===== src/rtl/rtcl_queue.sv =====
// ============================================================================
// rtcl_queue
// Two-entry queue between the front and the back.
// ============================================================================
`default_nettype none

module rtcl_queue #(
    parameter int DATA_W = 8
) (
    input  wire                i_clk,
    input  wire                i_rst_n,
    input  wire                i_push,
    input  wire  [DATA_W-1:0]  i_wdata,
    output logic               o_full,
    input  wire                i_pop,
    output logic [DATA_W-1:0]  o_rdata,
    output logic               o_empty
);

    logic [DATA_W-1:0] r_mem [2];
    logic              r_wr_ptr;
    logic              r_rd_ptr;
    logic [1:0]        r_count;
    logic              do_push;
    logic              do_pop;

    assign o_full  = (r_count == 2'd2);
    assign o_empty = (r_count == 2'd0);
    assign o_rdata = r_mem[r_rd_ptr];
    assign do_push = i_push && !o_full;
    assign do_pop  = i_pop && !o_empty;

    always_ff @(posedge i_clk) begin
        if (!i_rst_n) begin
            r_wr_ptr <= 1'b0;
            r_rd_ptr <= 1'b0;
            r_count  <= 2'd0;
        end else begin
            if (do_push) begin
                r_wr_ptr <= !r_wr_ptr;
            end
            if (do_pop) begin
                r_rd_ptr <= !r_rd_ptr;
            end
            if (do_push && !do_pop) begin
                r_count <= r_count + 2'd1;
            end else if (do_pop && !do_push) begin
                r_count <= r_count - 2'd1;
            end
        end
    end

    always_ff @(posedge i_clk) begin
        if (do_push) begin
            r_mem[r_wr_ptr] <= i_wdata;
        end
    end

endmodule

`default_nettype wire


===== config.mk =====
export PLATFORM = sky130hd
export DESIGN_NAME = rtcl_queue
export DESIGN_NICKNAME = d
export VERILOG_FILES = /design/src/rtl/rtcl_queue.sv
export SDC_FILE = /design/constraint.sdc
export NUM_CORES = 1
export LEC_CHECK = 0
export ABC_CLOCK_PERIOD_IN_PS = 1900
export BUFFER_PORTS_ARGS = -buffer_cell sky130_fd_sc_hd__buf_2
export CORE_MARGIN = 8
export CORE_UTILIZATION = 32
export DETAILED_ROUTE_END_ITERATION = 12
export GPL_ROUTABILITY_DRIVEN = 1
export PLACE_DENSITY = 0.55
export SYNTH_ARGS = -nofsm -noshare
export SYNTH_HDL_FRONTEND = slang
export SYNTH_SLANG_ARGS = --single-unit

===== constraint.sdc =====
create_clock -name i_clk -period 1.9 [get_ports i_clk]
set_clock_uncertainty 0.15 [all_clocks]
set_input_delay 0.19 -clock i_clk [delete_from_list [all_inputs] [get_ports i_clk]]
set_output_delay 0.19 -clock i_clk [all_outputs]
set_load 0.03 [all_outputs]

; ---- Word-level counts from Yosys, hierarchy flattened
; Memories as Yosys holds them, arrays and structs flattened. A register that Yosys moved wholly into a read port is not among the register bits.
; Cells that the tools add are included.
[totals]
romBits = 0
input_bits = 12
memories = 1
reg_bits = 4
out_inout_bits = 10
elab_cells = 25
latchBits = 0
mem_bits_rw = 16
[memory_table]
columns = memory, depth, word_bits, rd, rd_clocked_by_memory_dff, wr, line
row1 = r_mem, 2, 8, 1, 1, 1, 20  ; logic [DATA_W-1:0] r_mem [2];
[classes]
n_reduce_logical = 12
bitwise_logic = 0
n_mul = 0
shift = 0
add_sub_neg = 2
div = 0
eq_ne = 1
muxes = 6
order_cmp = 0
[ops]
columns = operator, n
row1 = $logic_not 1->1, 6
row2 = $logic_and 1x1->1, 4
row3 = $mux 1, 4
row4 = $mux 2, 2
row5 = $add 2x1->2 const B, 1
row6 = $eq 2x2->1 const B, 1
row7 = $logic_not 2->1, 1
row8 = $reduce_bool 2->1, 1
row9 = $sub 2x1->2 const B, 1

; ---- Logic depth before layout (Yosys ltp)
[logic_depth]
depth_word = 7
depth_mapped = 7
mapped_depth_nobuf = 7

; ---- Worst setup path before layout
; OpenSTA, ideal clock, no wires.
[synth_timing]
kind = reg-to-reg
startpoint = register r_count[0]
endpoint = register r_count[1]
setup_slack_ns = 0.064
setup_ns = 0.070
arrival_time_ns = 1.616
stages_incl_launch_ff = 7
period_less_slack_ns = 1.836
required_ns = 1.680
n_path_buf = 0
cell_sequence = dfxtp_1 > nand2b_1 > inv_1 > nor2_1 > ha_1 > or3_1 > a21oi_1
[synth_between]
elab_chain_cells = 6
word_cells_on_any_way = 15
classes_between = add/sub: 2 / eq/ne: 1 / mux: 2 / reduce/logical: 10
[synth_lines]
columns = element, line
row1 = start: declaration, 23  ; logic [1:0] r_count;
row2 = start signal: assignment, 46  ; r_count <= r_count + 2'd1;
row3 = start signal: assignment, 48  ; r_count <= r_count - 2'd1;
row4 = $eq 2x2->1 (*), 27  ; assign o_full = (r_count == 2'd2);
row5 = named net o_full, 14  ; output logic o_full,
row6 = $logic_not 1->1 (*), 30  ; assign do_push = i_push && !o_full;
row7 = $logic_and 1x1->1 (*), 30
row8 = named net do_push, 24  ; logic do_push;
row9 = $logic_not 1->1, 47  ; end else if (do_pop && !do_push) begin
row10 = $logic_and 1x1->1, 47
row11 = $reduce_bool 2->1 (no line), -
; Mark *: on every way through the listed nets, which the timed path passes. The rest lies on a longest branch. The select of a mux whose other input is x is not followed.
; A chain may end at the register's enable or synchronous reset.

; ---- Worst setup path after layout
[layout_timing]
startpoint = register r_count[0]
endpoint = register r_count[1]
[layout_between]
elab_chain_cells = 6
word_cells_on_any_way = 15
classes_between = add/sub: 2 / eq/ne: 1 / mux: 2 / reduce/logical: 10
[layout_lines]
columns = element, line
row1 = $eq 2x2->1 (*), 27
row2 = $logic_not 1->1 (*), 30
row3 = $logic_and 1x1->1 (*), 30
row4 = named net do_push, 24
row5 = $logic_not 1->1, 47
row6 = $logic_and 1x1->1, 47
row7 = $reduce_bool 2->1 (no line), -
; Marks and branches as above.

==> metrics <==
Worst Reg-to-Reg Cells=6; CTS Buf Count=3; die area=0.00437 sq mm; layer with the highest usage=met2; # nets final=99; Fin Setup TNS=0 ns; post-route insts no fill=about 120; Synth Warn #=0; Setup crit end kind=register; Final ANT Viol Nets=0; sequential area share after synthesis=0.723; Ports=22; die width=66.1 um; Power Dens Cells=~1300 mW/mm^2; total core area=0.00243 sq mm; Placer Congestion=about 0.65; CP Max Fanout=5; initial antenna violation count=0; max-cap viol count=0; Clock Pin Slew Worst Setup and Hold Paths=0.11 ns; Starting Density=0.330; RSZ-0062 raised after global routing=no; top cells by area, synth=edfxtp_1 (60%), dfxtp_1 (12%), mux2_2 (11%), xor2_1 (3.3%), nor2_1 (2.3%); Port Buffers=21; CP Class=reg2reg; HP Class=in2reg; Yosys reg bits=21; ANT cells=0; max-slew violations=0; post-route minimum period=1.74 ns; outcome=complete, no violations; clk sinks=21; dpl cells=between 100 and 150; Rows=18; clk_lat worst skew=0.29 ns; first-pass GRT wire length=2160 um; GRT Total Usage=0.0648; Max rail drop VDD=approximately 0.00058 V; H-tree levels=1; internal reg-to-reg setup slack=between 0.15 and 0.2 ns; met2 usage=0.100; met1 usage=0.0731; number of global-route vias before repair=519; Mapped Cells=51; mapped cell area=803 sq um; final wirelength=1330 um; DP Worst Slack=0.174 ns; Max Freq=~0.57 GHz; Worst-Margin Slew=~0.41 ns; Synth cell types=16; Setup-failing EPs final=0; headroom to the max-slew limit=0.728; final worst slack=around 0.16 ns; CP arrival=roughly 1.8 ns; hold_sp=i_push; type of origin of the critical path=register; clock root buffer master=clkbuf_4; dpl hpwl=985 um; die span in y=roughly 66 um; met3 usage=0.0305; reg2reg end=r_count[1]; Data required, critical path=1.98 ns; initial DRC count=12; ratio of cells with drive above 1 in the final layout=0.400; total iterations of the first detailed-routing run=4; CTS max path bufs=2; gr ovfl total=0; Post-CTS Resized=0; Via Count=490; WL per Instance=11.5 um; Post-Syn Nets=64; largest net degree at the start of global routing=12; Worst R2R Start=r_count[0]; Leakage=roughly 0.43 nW; hold endpoint=r_wr_ptr; Avg Cell Area, Syn=about 16 sq um; Final period util=0.918; CTS tree=yes; Synth top area share=0.598; area leader, netlist=edfxtp_1; final hold vios=0; Area Overhead vs Synth=32.6%; hold path depth=3; vias per cell=4.26; Remaining DRCs=0
worst max path at each step:
stage,start,end,slack (ns),cells after the start
2_1_floorplan,r_count[0],r_count[1],0.06,6
3_3_place_gp,r_count[0],r_count[1],0.22,6
3_5_place_dp,r_count[0],r_count[1],0.17,6
4_1_cts,register,o_rdata[3],0.13,2
5_1_grt,r_count[0],r_count[1],0.02,6
6_report,r_count[0],r_count[1],0.16,6
area by class of cell:
type / count / area, sq um
clock buffer: 4 / 26.3
tap: 30 / 37.5
timing repair buffer: 31 / 203
inverter: 3 / 11.3
sequential: 21 / 581
fill: 229 / 1370
multi-input combinational: 26 / 206
power by group:
part	internal, mW	switching [mW]
registers	0.586	0.0579
logic	0.201	0.305
clock network	0.0815	0.120
stage by stage:
step | util | area, sq um | total power [mW] | hold slack [ns]
6_report | 0.438 | 1060 | 1.35 | 0.106
5_1_grt | 0.438 | 1060 | 1.45 | 0.109
4_1_cts | 0.438 | 1060 | 1.38 | 0.0961
3_5_place_dp | 0.390 | 948 | 1.16 | 0.235
3_3_place_gp | 0.390 | 948 | 1.15 | 0.232
2_1_floorplan | - | 803 | 1.02 | 0.139
cells in the mapped netlist:
| cell type | count |
|---|---|
| nand2b_1 | 1 |
| o21a_1 | 1 |
| nor2_1 | 5 |
| dfxtp_1 | 5 |
| inv_1 | 3 |
| o21ai_0 | 2 |
| a21oi_1 | 1 |
| edfxtp_1 | 16 |
| mux2_2 | 8 |
| a21boi_0 | 1 |
| ha_1 | 1 |
| or3_1 | 1 |
| buf_2 | 1 |
| and3_1 | 1 |
| nor3_2 | 1 |
| xor2_1 | 3 |
metal layers:
metal | vias to the layer above | wire length, um
li1 | 252 | -
met1 | 224 | 563
met2 | 14 | 641
met3 | 0 | 120
met4 | 0 | 0
met5 | - | 0
kinds of logic after synthesis:
kind of cell             share of synthesized area
flip-flops                                   0.723
multiplexers                                 0.112
adder cells (fa/ha/maj)                     0.0156
AO/OA/AOI/OAI                               0.0374
XOR/XNOR                                    0.0327
buffers and inverters                       0.0202
AND/OR/NAND/NOR                             0.0592
state kept, by name, indices dropped and copies added (netlist names), named ones only:
register and count:
r_mem 16, r_count 2, r_wr_ptr 1, r_rd_ptr 1
critical path, cell delays in order (launching register included):
cell and delay, ns:
dfxtp_1 0.36, nand2b_1 0.18, inv_1 0.11, nor2_1 0.05
ha_1 0.32, or3_1 0.37, a21oi_1 0.14
layout by cell type, fill, tap and decap left out:
master	instances
xor2_1	3
nor2_1	5
buf_4	1
dfxtp_1	5
inv_1	3
nand2b_1	1
clkbuf_1	1
o21a_1	1
o21ai_0	2
edfxtp_1	16
a21oi_1	1
clkbuf_4	3
buf_2	21
and3_1	1
nor3_2	1
or3_1	1
ha_1	1
a21boi_0	1
mux2_2	8
dlygate4sd3_1	9
repair_timing:
| action | in CTS | in global routing |
|---|---|---|
| endpoints found under the hold margin | 17 | 0 |
| hold buffers | 9 | 0 |
| buffers inserted | 0 | 0 |
No activity file was read; power rests on OpenSTA's default activity.
