<file path="src/rtl/rtcl_pkg.sv">
// ============================================================================
// rtcl_pkg
// Shared types and codes of the range-table colour lookup.
// ============================================================================
`default_nettype none

package rtcl_pkg;

    localparam logic OP_LOAD   = 1'b0;
    localparam logic OP_LOOKUP = 1'b1;

    localparam logic [1:0] ST_OK   = 2'd0;
    localparam logic [1:0] ST_MISS = 2'd1;
    localparam logic [1:0] ST_FULL = 2'd2;

    localparam int INDEX_W = 10;

    typedef struct packed {
        logic               op;
        logic signed [31:0] sample_value;
        logic signed [31:0] range_low;
        logic signed [31:0] range_high;
        logic        [7:0]  red_in;
        logic        [7:0]  green_in;
        logic        [7:0]  blue_in;
    } t_item;

    localparam int ITEM_W = $bits(t_item);

    typedef enum logic [3:0] {
        F_IDLE = 4'b0001,
        F_MUL1 = 4'b0010,
        F_MUL2 = 4'b0100,
        F_PUSH = 4'b1000
    } t_front_state;

    typedef enum logic [3:0] {
        B_CLEAR  = 4'b0001,
        B_IDLE   = 4'b0010,
        B_HINT   = 4'b0100,
        B_SEARCH = 4'b1000
    } t_back_state;

endpackage

`default_nettype wire

</file>
<file path="src/rtl/rtcl_front.sv">
// ============================================================================
// rtcl_front
// Accepts items and computes the hint bucket of a lookup value by
// reciprocal multiplication, then queues the item.
// ============================================================================
`default_nettype none

module rtcl_front import rtcl_pkg::*; #(
    parameter int HINT_BUCKETS = 1024
) (
    input  wire                              i_clk,
    input  wire                              i_rst_n,
    input  wire                              i_valid,
    output logic                             o_stall,
    input  wire                              i_op,
    input  wire signed [31:0]                i_sample_value,
    input  wire signed [31:0]                i_range_low,
    input  wire signed [31:0]                i_range_high,
    input  wire        [7:0]                 i_red_in,
    input  wire        [7:0]                 i_green_in,
    input  wire        [7:0]                 i_blue_in,
    input  wire                              i_hold,
    output logic                             o_push,
    output t_item                            o_item,
    output logic [$clog2(HINT_BUCKETS)-1:0]  o_bucket,
    input  wire                              i_full
);

    localparam int          HW    = $clog2(HINT_BUCKETS);
    localparam logic [31:0] RECIP = 32'(64'h1_0000_0000 / HINT_BUCKETS);
    localparam logic [16:0] H17   = 17'(HINT_BUCKETS);
    localparam logic [63:0] WRAP  =
        ((64'hFFFF_FFFF_FFFF_FFFF % HINT_BUCKETS) + 64'd1) % HINT_BUCKETS;
    localparam logic [16:0] C17   = 17'(WRAP);

    t_front_state r_state, n_state;
    t_item        r_item;
    logic [48:0]  r_prod1;
    logic [16:0]  r_mag;
    logic         r_neg;
    logic [16:0]  r_prod2;

    logic [32:0]  abs_val;
    logic [16:0]  mag;
    logic [16:0]  quot;
    logic [16:0]  diff;
    logic [16:0]  rem;
    logic [16:0]  bucket;
    logic         accept;

    assign o_stall = !i_rst_n || i_hold || (r_state != F_IDLE);
    assign accept  = i_valid && !o_stall;

    always_comb begin
        if (r_item.sample_value[31]) begin
            abs_val = 33'd0 - {r_item.sample_value[31], r_item.sample_value};
        end else begin
            abs_val = {1'b0, r_item.sample_value};
        end
        mag  = abs_val[32:16];
        quot = r_prod1[48:32];
        diff = r_mag - r_prod2;
        rem  = (diff >= H17) ? diff - H17 : diff;
        if (r_neg) begin
            bucket = (C17 >= rem) ? C17 - rem : C17 + H17 - rem;
        end else begin
            bucket = rem;
        end
    end

    assign o_item   = r_item;
    assign o_bucket = HW'(bucket);
    assign o_push   = (r_state == F_PUSH) && !i_full;

    always_comb begin
        n_state = r_state;
        unique case (r_state)
            F_IDLE: begin
                if (accept) begin
                    n_state = (i_op == OP_LOOKUP) ? F_MUL1 : F_PUSH;
                end
            end
            F_MUL1: n_state = F_MUL2;
            F_MUL2: n_state = F_PUSH;
            F_PUSH: begin
                if (!i_full) begin
                    n_state = F_IDLE;
                end
            end
            default: n_state = F_IDLE;
        endcase
    end

    always_ff @(posedge i_clk) begin
        if (!i_rst_n) begin
            r_state <= F_IDLE;
        end else begin
            r_state <= n_state;
        end
    end

    always_ff @(posedge i_clk) begin
        if (accept) begin
            r_item.op           <= i_op;
            r_item.sample_value <= i_sample_value;
            r_item.range_low    <= i_range_low;
            r_item.range_high   <= i_range_high;
            r_item.red_in       <= i_red_in;
            r_item.green_in     <= i_green_in;
            r_item.blue_in      <= i_blue_in;
        end
        if (r_state == F_MUL1) begin
            r_prod1 <= {32'd0, mag} * {17'd0, RECIP};
            r_mag   <= mag;
            r_neg   <= r_item.sample_value[31] && (mag != 17'd0);
        end
        if (r_state == F_MUL2) begin
            r_prod2 <= 17'({17'd0, quot} * {17'd0, H17});
        end
    end

endmodule

`default_nettype wire

</file>
<file path="config.mk">
export PLATFORM = sky130hd
export DESIGN_NAME = rtcl_front
export DESIGN_NICKNAME = d
export VERILOG_FILES = /design/src/rtl/rtcl_pkg.sv /design/src/rtl/rtcl_front.sv
export SDC_FILE = /design/constraint.sdc
export NUM_CORES = 1
export LEC_CHECK = 0
export BUFFER_PORTS_ARGS = -buffer_cell sky130_fd_sc_hd__buf_4
export CELL_PAD_IN_SITES_DETAIL_PLACEMENT = 0
export CELL_PAD_IN_SITES_GLOBAL_PLACEMENT = 1
export CORE_UTILIZATION = 35
export DETAILED_ROUTE_END_ITERATION = 10
export PLACE_DENSITY = 0.82
export SYNTH_ARGS = -nofsm -noshare
export SYNTH_HDL_FRONTEND = slang
export SYNTH_SLANG_ARGS = --single-unit
</file>
<file path="constraint.sdc">
create_clock -name i_clk -period 7.9 [get_ports i_clk]
set_input_delay 0.395 -clock i_clk [delete_from_list [all_inputs] [get_ports i_clk]]
set_output_delay 0.395 -clock i_clk [all_outputs]
set_load 0.02 [all_outputs]
</file>
---- After elaboration in Yosys (flattened, before gate mapping) ----
Cells that the tools add are included.
operators by class
  reductions and logical operators ........ 10
  mux-type cells .......................... 8
  equality and inequality tests ........... 7
  $add $sub $neg .......................... 5
  order comparisons ....................... 2
operator list
  kind                                                                                    number
  33-bit two-way mux                                                                      1
  1-bit by 32-bit subtractor with 33-bit output (first input constant)                    1
  10-bit two-way mux                                                                      2
  1-bit by 10-bit subtractor with 10-bit output (first input constant)                    2
  1-bit by 17-bit greater-or-equal comparator with 1-bit output (first input constant)    1
  17-bit by 11-bit greater-or-equal comparator with 1-bit output (second input constant)  1
  17-bit two-way mux                                                                      1
  17-bit nonzero test                                                                     1
  17-bit by 11-bit subtractor with 17-bit output (second input constant)                  1
  17-bit subtractor                                                                       1
  4-bit one-hot mux with 4 select lines                                                   1
  4-bit two-way mux                                                                       3
  4-bit by 1-bit == test with 1-bit output (second input constant)                        1
  4-bit by 2-bit == test with 1-bit output (second input constant)                        1
  4-bit by 3-bit == test with 1-bit output (second input constant)                        1
  4-bit == test (second input constant)                                                   1
  2-bit != test (second input constant)                                                   2
  4-bit by 1-bit != test with 1-bit output (second input constant)                        1
  1-bit logical AND                                                                       3
  1-bit logical NOT                                                                       3
  1-bit logical OR                                                                        2
  2-bit AND reduction                                                                     1
word-level totals
  output and inout bits ................... 133
  bits in registers ....................... 150
  logic and storage cells ................. 43

---- Longest topological paths before layout ----
  word-level depth ........................ 7
  depth in mapped cells ................... 7

---- Least setup slack after synthesis ----
OpenSTA, ideal clock, no wires.
  path type ............................... register to register
  from .................................... register r_state[0]
  to ...................................... register r_state[0]
  required time ........................... 7.775 ns
  data arrival time ....................... 6.889 ns
  slack ................................... 0.886 ns
  buffers on the path ..................... 0
  cell stages (with the launch flop) ...... 7
  period minus slack after synthesis ...... 7.014 ns
  library setup time ...................... 0.125 ns
  cells stage by stage .................... dfxtp_1 nor2b_1 and2_1 nand3b_1 nor2_1 o21ai_0 nand2b_1
on the way
  cells in the longest elaborated chain, start to end .. 6
  elaborated cells on any way between the ends .. 12
  classes of those cells .................. 7 x eq/ne; 1 x mux; 4 x reduce/logical
RTL lines
  element                                   RTL line          RTL
  start, declared                           rtcl_front.sv:36  t_front_state r_state, n_state;
  start signal, assigned                    rtcl_front.sv:98  r_state <= n_state;
  4-bit by 1-bit != test with 1-bit output  rtcl_front.sv:51  assign o_stall = !i_rst_n || i_hold || (r_state != F_IDLE);
  1-bit logical OR                          rtcl_front.sv:51
  net o_stall                               rtcl_front.sv:14  output logic o_stall,
  1-bit logical NOT                         rtcl_front.sv:52  assign accept = i_valid && !o_stall;
  1-bit logical AND                         rtcl_front.sv:52
  net accept                                rtcl_front.sv:49  logic accept;
  2-bit != test (no line)                   -
  2-bit AND reduction (no line)             -
The timed path passes the listed nets, and every way through them passes these cells.
A chain may end at the register's enable or synchronous reset.

---- Worst setup path after layout ----
  from .................................... register r_item (netlist bit o_item[91])
  to ...................................... register r_neg, data pin
on the way
  cells in the longest elaborated chain, start to end .. 4
RTL lines
  element                                        RTL line           RTL
  start, declared                                rtcl_front.sv:37   t_item r_item;
  1-bit by 32-bit subtractor with 33-bit output  rtcl_front.sv:56   abs_val = 33'd0 - {r_item.sample_value[31], r_item.sample_value};
  33-bit two-way mux                             rtcl_front.sv:55   if (r_item.sample_value[31]) begin
  17-bit nonzero test                            rtcl_front.sv:115  r_neg <= r_item.sample_value[31] && (mag != 17'd0);
  1-bit logical AND                              rtcl_front.sv:115
  end signal, assigned                           rtcl_front.sv:115
  end, declared                                  rtcl_front.sv:40   logic r_neg;
No other way between the ends.

==> reports/summary.log <==
INFO  yosys          ys_seq_area_share=83.3%
INFO  clock_network  postCtsSetupBuffers=0
INFO  timing         finalWorstSetupSlack=5.01ns
INFO  power_and_ir_drop static-leakage-power=0.00304uW
INFO  power_and_ir_drop cell_internal_pwr=1520uW
INFO  power_and_ir_drop ir_drop=0.188mV
INFO  clock_network  cts_hold_buffers=0
INFO  die            io_pins=259
INFO  critical_path  critPathCaptureType=register
INFO  yosys          yosys.area_share.simple=6.57%
INFO  die            die_width=120microns
INFO  yosys          yosys_warnings=0
INFO  route          routed_vias_inst=4.61
INFO  route          route.detailed.wl_per_inst=17.1microns
INFO  global_route   grt_antenna_before_repair=0
INFO  critical_path  cp-endpoint=r_neg
INFO  yosys          combinational_family_with_the_most_area_after_synthesis=simple AND/OR/NAND/NOR gates
INFO  timing         fmaxAchievable=0.346GHz
INFO  power_and_ir_drop switchingPower=446uW
INFO  finish         antenna_cells=0
INFO  route          wirelength=12300microns
INFO  critical_path  cp.arrival=3.05ns
INFO  clock_network  cts-htree-levels=4
INFO  yosys          area_fraction_in_compound_gates_after_synthesis=4.40%
INFO  min_path       hold_path_class=in2reg
INFO  finish         post_route_cells_drive_above_1_share=54.6%
INFO  clock_network  clock_tree_from_tritoncts=done
INFO  yosys          postSynthRegisterBits=136
INFO  global_route   grt_max_degree=65
INFO  die            floorplan.rows=42
INFO  yosys          synth.mux.area_fraction=0.644%
INFO  critical_path  endpoint_of_the_lowest_slack_register_to_register_path=r_neg
INFO  placed_design  dp_worst_setup_slack=4.93ns
INFO  clock_network  cts_resized=0
INFO  critical_path  cp_data_required_time=8.06ns
INFO  yosys          cells_after_synthesis=259
INFO  yosys          synth_fp_nets=386
INFO  global_route   global_route_wire_length_before_repair=18200microns
INFO  route          drt_drc_violations_left=0
INFO  die            initial_utilization=36.2%
INFO  critical_path  worst-setup-path-type=reg2reg
INFO  critical_path  critPathLaunch=o_item[91]
INFO  yosys          synth_area_leader_cell=sky130_fd_sc_hd__edfxtp_1
INFO  yosys          avg_inst_size_synth=18.8squm
INFO  timing         timing.final.crit_period=2.89ns
INFO  yosys          synthXorXnorAreaFrac=3.43%
INFO  yosys          synth-adder-area-share=0.258%
INFO  run            drv_cap=0
INFO  clock_network  clock_sink_count=136
INFO  route          drt_first_iter_violations=155
INFO  die            core_area=13400squm
INFO  power_and_ir_drop switching_share=22.7%
INFO  critical_path  worst-r2r-setup-slack=5.01ns
INFO  critical_path  timing.critical_path.from_type=register
INFO  die            fp.dieArea=14400squm
INFO  timing         max-slew-margin-rel=44.8%
INFO  yosys          yosys.area.top_type_share=81.6%
INFO  clock_network  clk_pin_slew_worst_paths=0.06ns
INFO  critical_path  r2r_start=o_item[91]
INFO  clock_network  root_buffer=sky130_fd_sc_hd__clkbuf_16
INFO  critical_path  worst_r2r_path_depth=6
INFO  yosys          ys_types=44
INFO  placed_design  finalWeightedCongestion=0.860
INFO  yosys          top_area_cells_in_the_synthesized_netlist=sky130_fd_sc_hd__edfxtp_1 (82%), sky130_fd_sc_hd__xnor2_1 (3.1%), sky130_fd_sc_hd__dfxtp_1 (1.6%), sky130_fd_sc_hd__o21ai_0 (1.2%), sky130_fd_sc_hd__o41ai_1 (0.72%)
INFO  timing         setup_repair_after_global_routing_missed_its_margin=false
INFO  finish         seqCellArea=4040squm
INFO  global_route   track_usage=17.5%
INFO  route          drt_pre_antenna_iters=4
INFO  yosys          post_synth_instance_area=4860squm
INFO  status         status=completed
INFO  timing         finClkSkew=0.00587ns
INFO  timing         setup_tns=0ns
INFO  global_route   grt.overflow.total=0
INFO  timing         drv_slew=0
INFO  placed_design  place_hpwl=9450microns
INFO  finish         filler_cell_count=1103
INFO  power_and_ir_drop clockPowerShare=43.1%
INFO  critical_path  critPathMaxFanout=11
INFO  clock_network  ctsLongestPathBuffers=2
INFO  finish         multiInputGateArea=757squm
INFO  clock_network  tritoncts.num_buffers=17
INFO  finish         mostFrequentLayoutCell=sky130_fd_sc_hd__buf_4
INFO  timing         tightest_slew=0.828ns
INFO  finish         final_cell_mix=sky130_fd_sc_hd__buf_4 (261), sky130_fd_sc_hd__edfxtp_1 (132), sky130_fd_sc_hd__xnor2_1 (17), sky130_fd_sc_hd__clkbuf_16 (17), sky130_fd_sc_hd__o21ai_0 (12)
INFO  route          ant_nets=0
INFO  placed_design  io_buffers=258
INFO  route          vias=3316
INFO  timing         finalHoldViolations=0
INFO  power_and_ir_drop combinationalPowerShare=12.1%
INFO  global_route   via_count_of_the_first_global_routing_pass=3444
INFO  finish         finish.net_count=660
INFO  clock_network  clk-insertion-delay-late=0.41ns
INFO  die            die_y=120microns
INFO  timing         fin_worst_hold_slack=0.153ns
INFO  timing         period_share=36.6%
INFO  finish         area_growth=57.3%
INFO  power_and_ir_drop power_density=257nW/um^2
INFO  timing         setup_viol=0
INFO  power_and_ir_drop seq_power_share=44.8%
-- per-stage QoR --
stage	area, sq um	total power [uW]	instances	util, %
finish	7640	1960	720	57.0
detailed placement	7010	1140	690	52.3
CTS	7640	1990	720	57.0
global route	7640	2030	720	57.0
floorplan	4860	1010	259	-
global placement	7010	1130	690	52.3
-- worst min-delay path by stage --
stage / slack, ns / end / depth (start not counted) / from
after CTS: 0.13 / o_item[16] / 1 / i_red_in[0]
after floorplan: 0.49 / o_item[0] / 0 / i_blue_in[0]
final: 0.15 / o_item[107] / 1 / i_sample_value[19]
after global routing: 0.13 / o_item[62] / 1 / i_range_low[6]
after global placement: 0.57 / o_item[42] / 1 / i_range_high[18]
after detailed placement: 0.57 / o_item[32] / 1 / i_range_high[8]
-- cell type report --
cell class                 instances  area share [%]
clock inverter                    13            2.67
multi-input combinational        109            9.91
clock buffer                      17            5.57
sequential                       136            52.9
tap                              176            2.88
inverter                           8           0.393
timing repair buffer             261            25.6
-- state kept, by name, indices dropped and copies added (netlist names) --
| register | flops |
|---|---|
| o_item | 121 |
| r_neg | 1 |
| r_prod1 | 10 |
| r_state | 4 |
-- synthesized netlist by cell type --
| cell type | instances |
|---|---|
| sky130_fd_sc_hd__o21ai_1 | 1 |
| sky130_fd_sc_hd__buf_6 | 1 |
| sky130_fd_sc_hd__nand2b_1 | 4 |
| sky130_fd_sc_hd__mux2_1 | 1 |
| sky130_fd_sc_hd__nor3_1 | 4 |
| sky130_fd_sc_hd__dfxtp_1 | 4 |
| sky130_fd_sc_hd__clkbuf_1 | 1 |
| sky130_fd_sc_hd__o2111ai_1 | 1 |
| sky130_fd_sc_hd__nor4_2 | 1 |
| sky130_fd_sc_hd__o41ai_2 | 1 |
| sky130_fd_sc_hd__or3_1 | 4 |
| sky130_fd_sc_hd__o21ai_0 | 12 |
| sky130_fd_sc_hd__mux2i_1 | 2 |
| sky130_fd_sc_hd__xnor2_1 | 17 |
| sky130_fd_sc_hd__buf_2 | 2 |
| sky130_fd_sc_hd__buf_4 | 2 |
| sky130_fd_sc_hd__nand4_1 | 1 |
| sky130_fd_sc_hd__nor4b_1 | 1 |
| sky130_fd_sc_hd__or4_1 | 2 |
| sky130_fd_sc_hd__nor2_1 | 9 |
| sky130_fd_sc_hd__or3_4 | 1 |
| sky130_fd_sc_hd__and2_1 | 1 |
| sky130_fd_sc_hd__and4_1 | 1 |
| sky130_fd_sc_hd__nor4_1 | 4 |
| sky130_fd_sc_hd__a221o_1 | 1 |
| sky130_fd_sc_hd__and3_1 | 1 |
| sky130_fd_sc_hd__nor3b_1 | 1 |
| sky130_fd_sc_hd__or2_2 | 2 |
| sky130_fd_sc_hd__or2_1 | 1 |
| sky130_fd_sc_hd__a21oi_1 | 4 |
| sky130_fd_sc_hd__xor2_1 | 2 |
| sky130_fd_sc_hd__edfxtp_1 | 132 |
| sky130_fd_sc_hd__ha_1 | 1 |
| sky130_fd_sc_hd__o211a_1 | 1 |
| sky130_fd_sc_hd__inv_1 | 8 |
| sky130_fd_sc_hd__nand3_1 | 4 |
| sky130_fd_sc_hd__o41a_1 | 1 |
| sky130_fd_sc_hd__nand3b_1 | 2 |
| sky130_fd_sc_hd__a211oi_1 | 1 |
| sky130_fd_sc_hd__o31ai_1 | 4 |
| sky130_fd_sc_hd__o41ai_1 | 4 |
| sky130_fd_sc_hd__nand2_2 | 1 |
| sky130_fd_sc_hd__nor2b_1 | 4 |
| sky130_fd_sc_hd__nand2_1 | 6 |
-- metal layers --
| metal | up-vias | track usage [%] | part of all wire [%] |
|---|---|---|---|
| met5 | - | 0 | 0 |
| met4 | 0 | 9.06 | 2.8 |
| met3 | 23 | 8.03 | 9.2 |
| met2 | 151 | 30.7 | 54 |
| met1 | 1590 | 17.1 | 34 |
| li1 | 1552 | - | - |
-- cells by family after synthesis --
group / Yosys count
compound gates: 31
xor+xnor: 19
fa+ha+maj: 1
buf+inv: 14
flops: 136
mux: 3
simple gates: 55
-- power groups by stage --
| stage | clock (uW) | sequential [uW] | combinational (uW) |
|---|---|---|---|
| 2_1_floorplan | 0 | 945 | 66.4 |
| 3_3_place_gp | 0 | 892 | 237 |
| 3_5_place_dp | 0 | 895 | 240 |
| 4_1_cts | 865 | 880 | 241 |
| 5_1_grt | 888 | 886 | 252 |
| 6_report | 845 | 880 | 238 |
-- worst max-delay path: stages, from the launching register on --
cell and delay (ns):
sky130_fd_sc_hd__edfxtp_1 0.40, sky130_fd_sc_hd__nor4_1 0.41, sky130_fd_sc_hd__nand4_1 0.50, sky130_fd_sc_hd__o41ai_2 0.55, sky130_fd_sc_hd__mux2i_1 0.25, sky130_fd_sc_hd__o2111ai_1 0.13, sky130_fd_sc_hd__o41a_1 0.41
(Power assumes the default switching activity.)
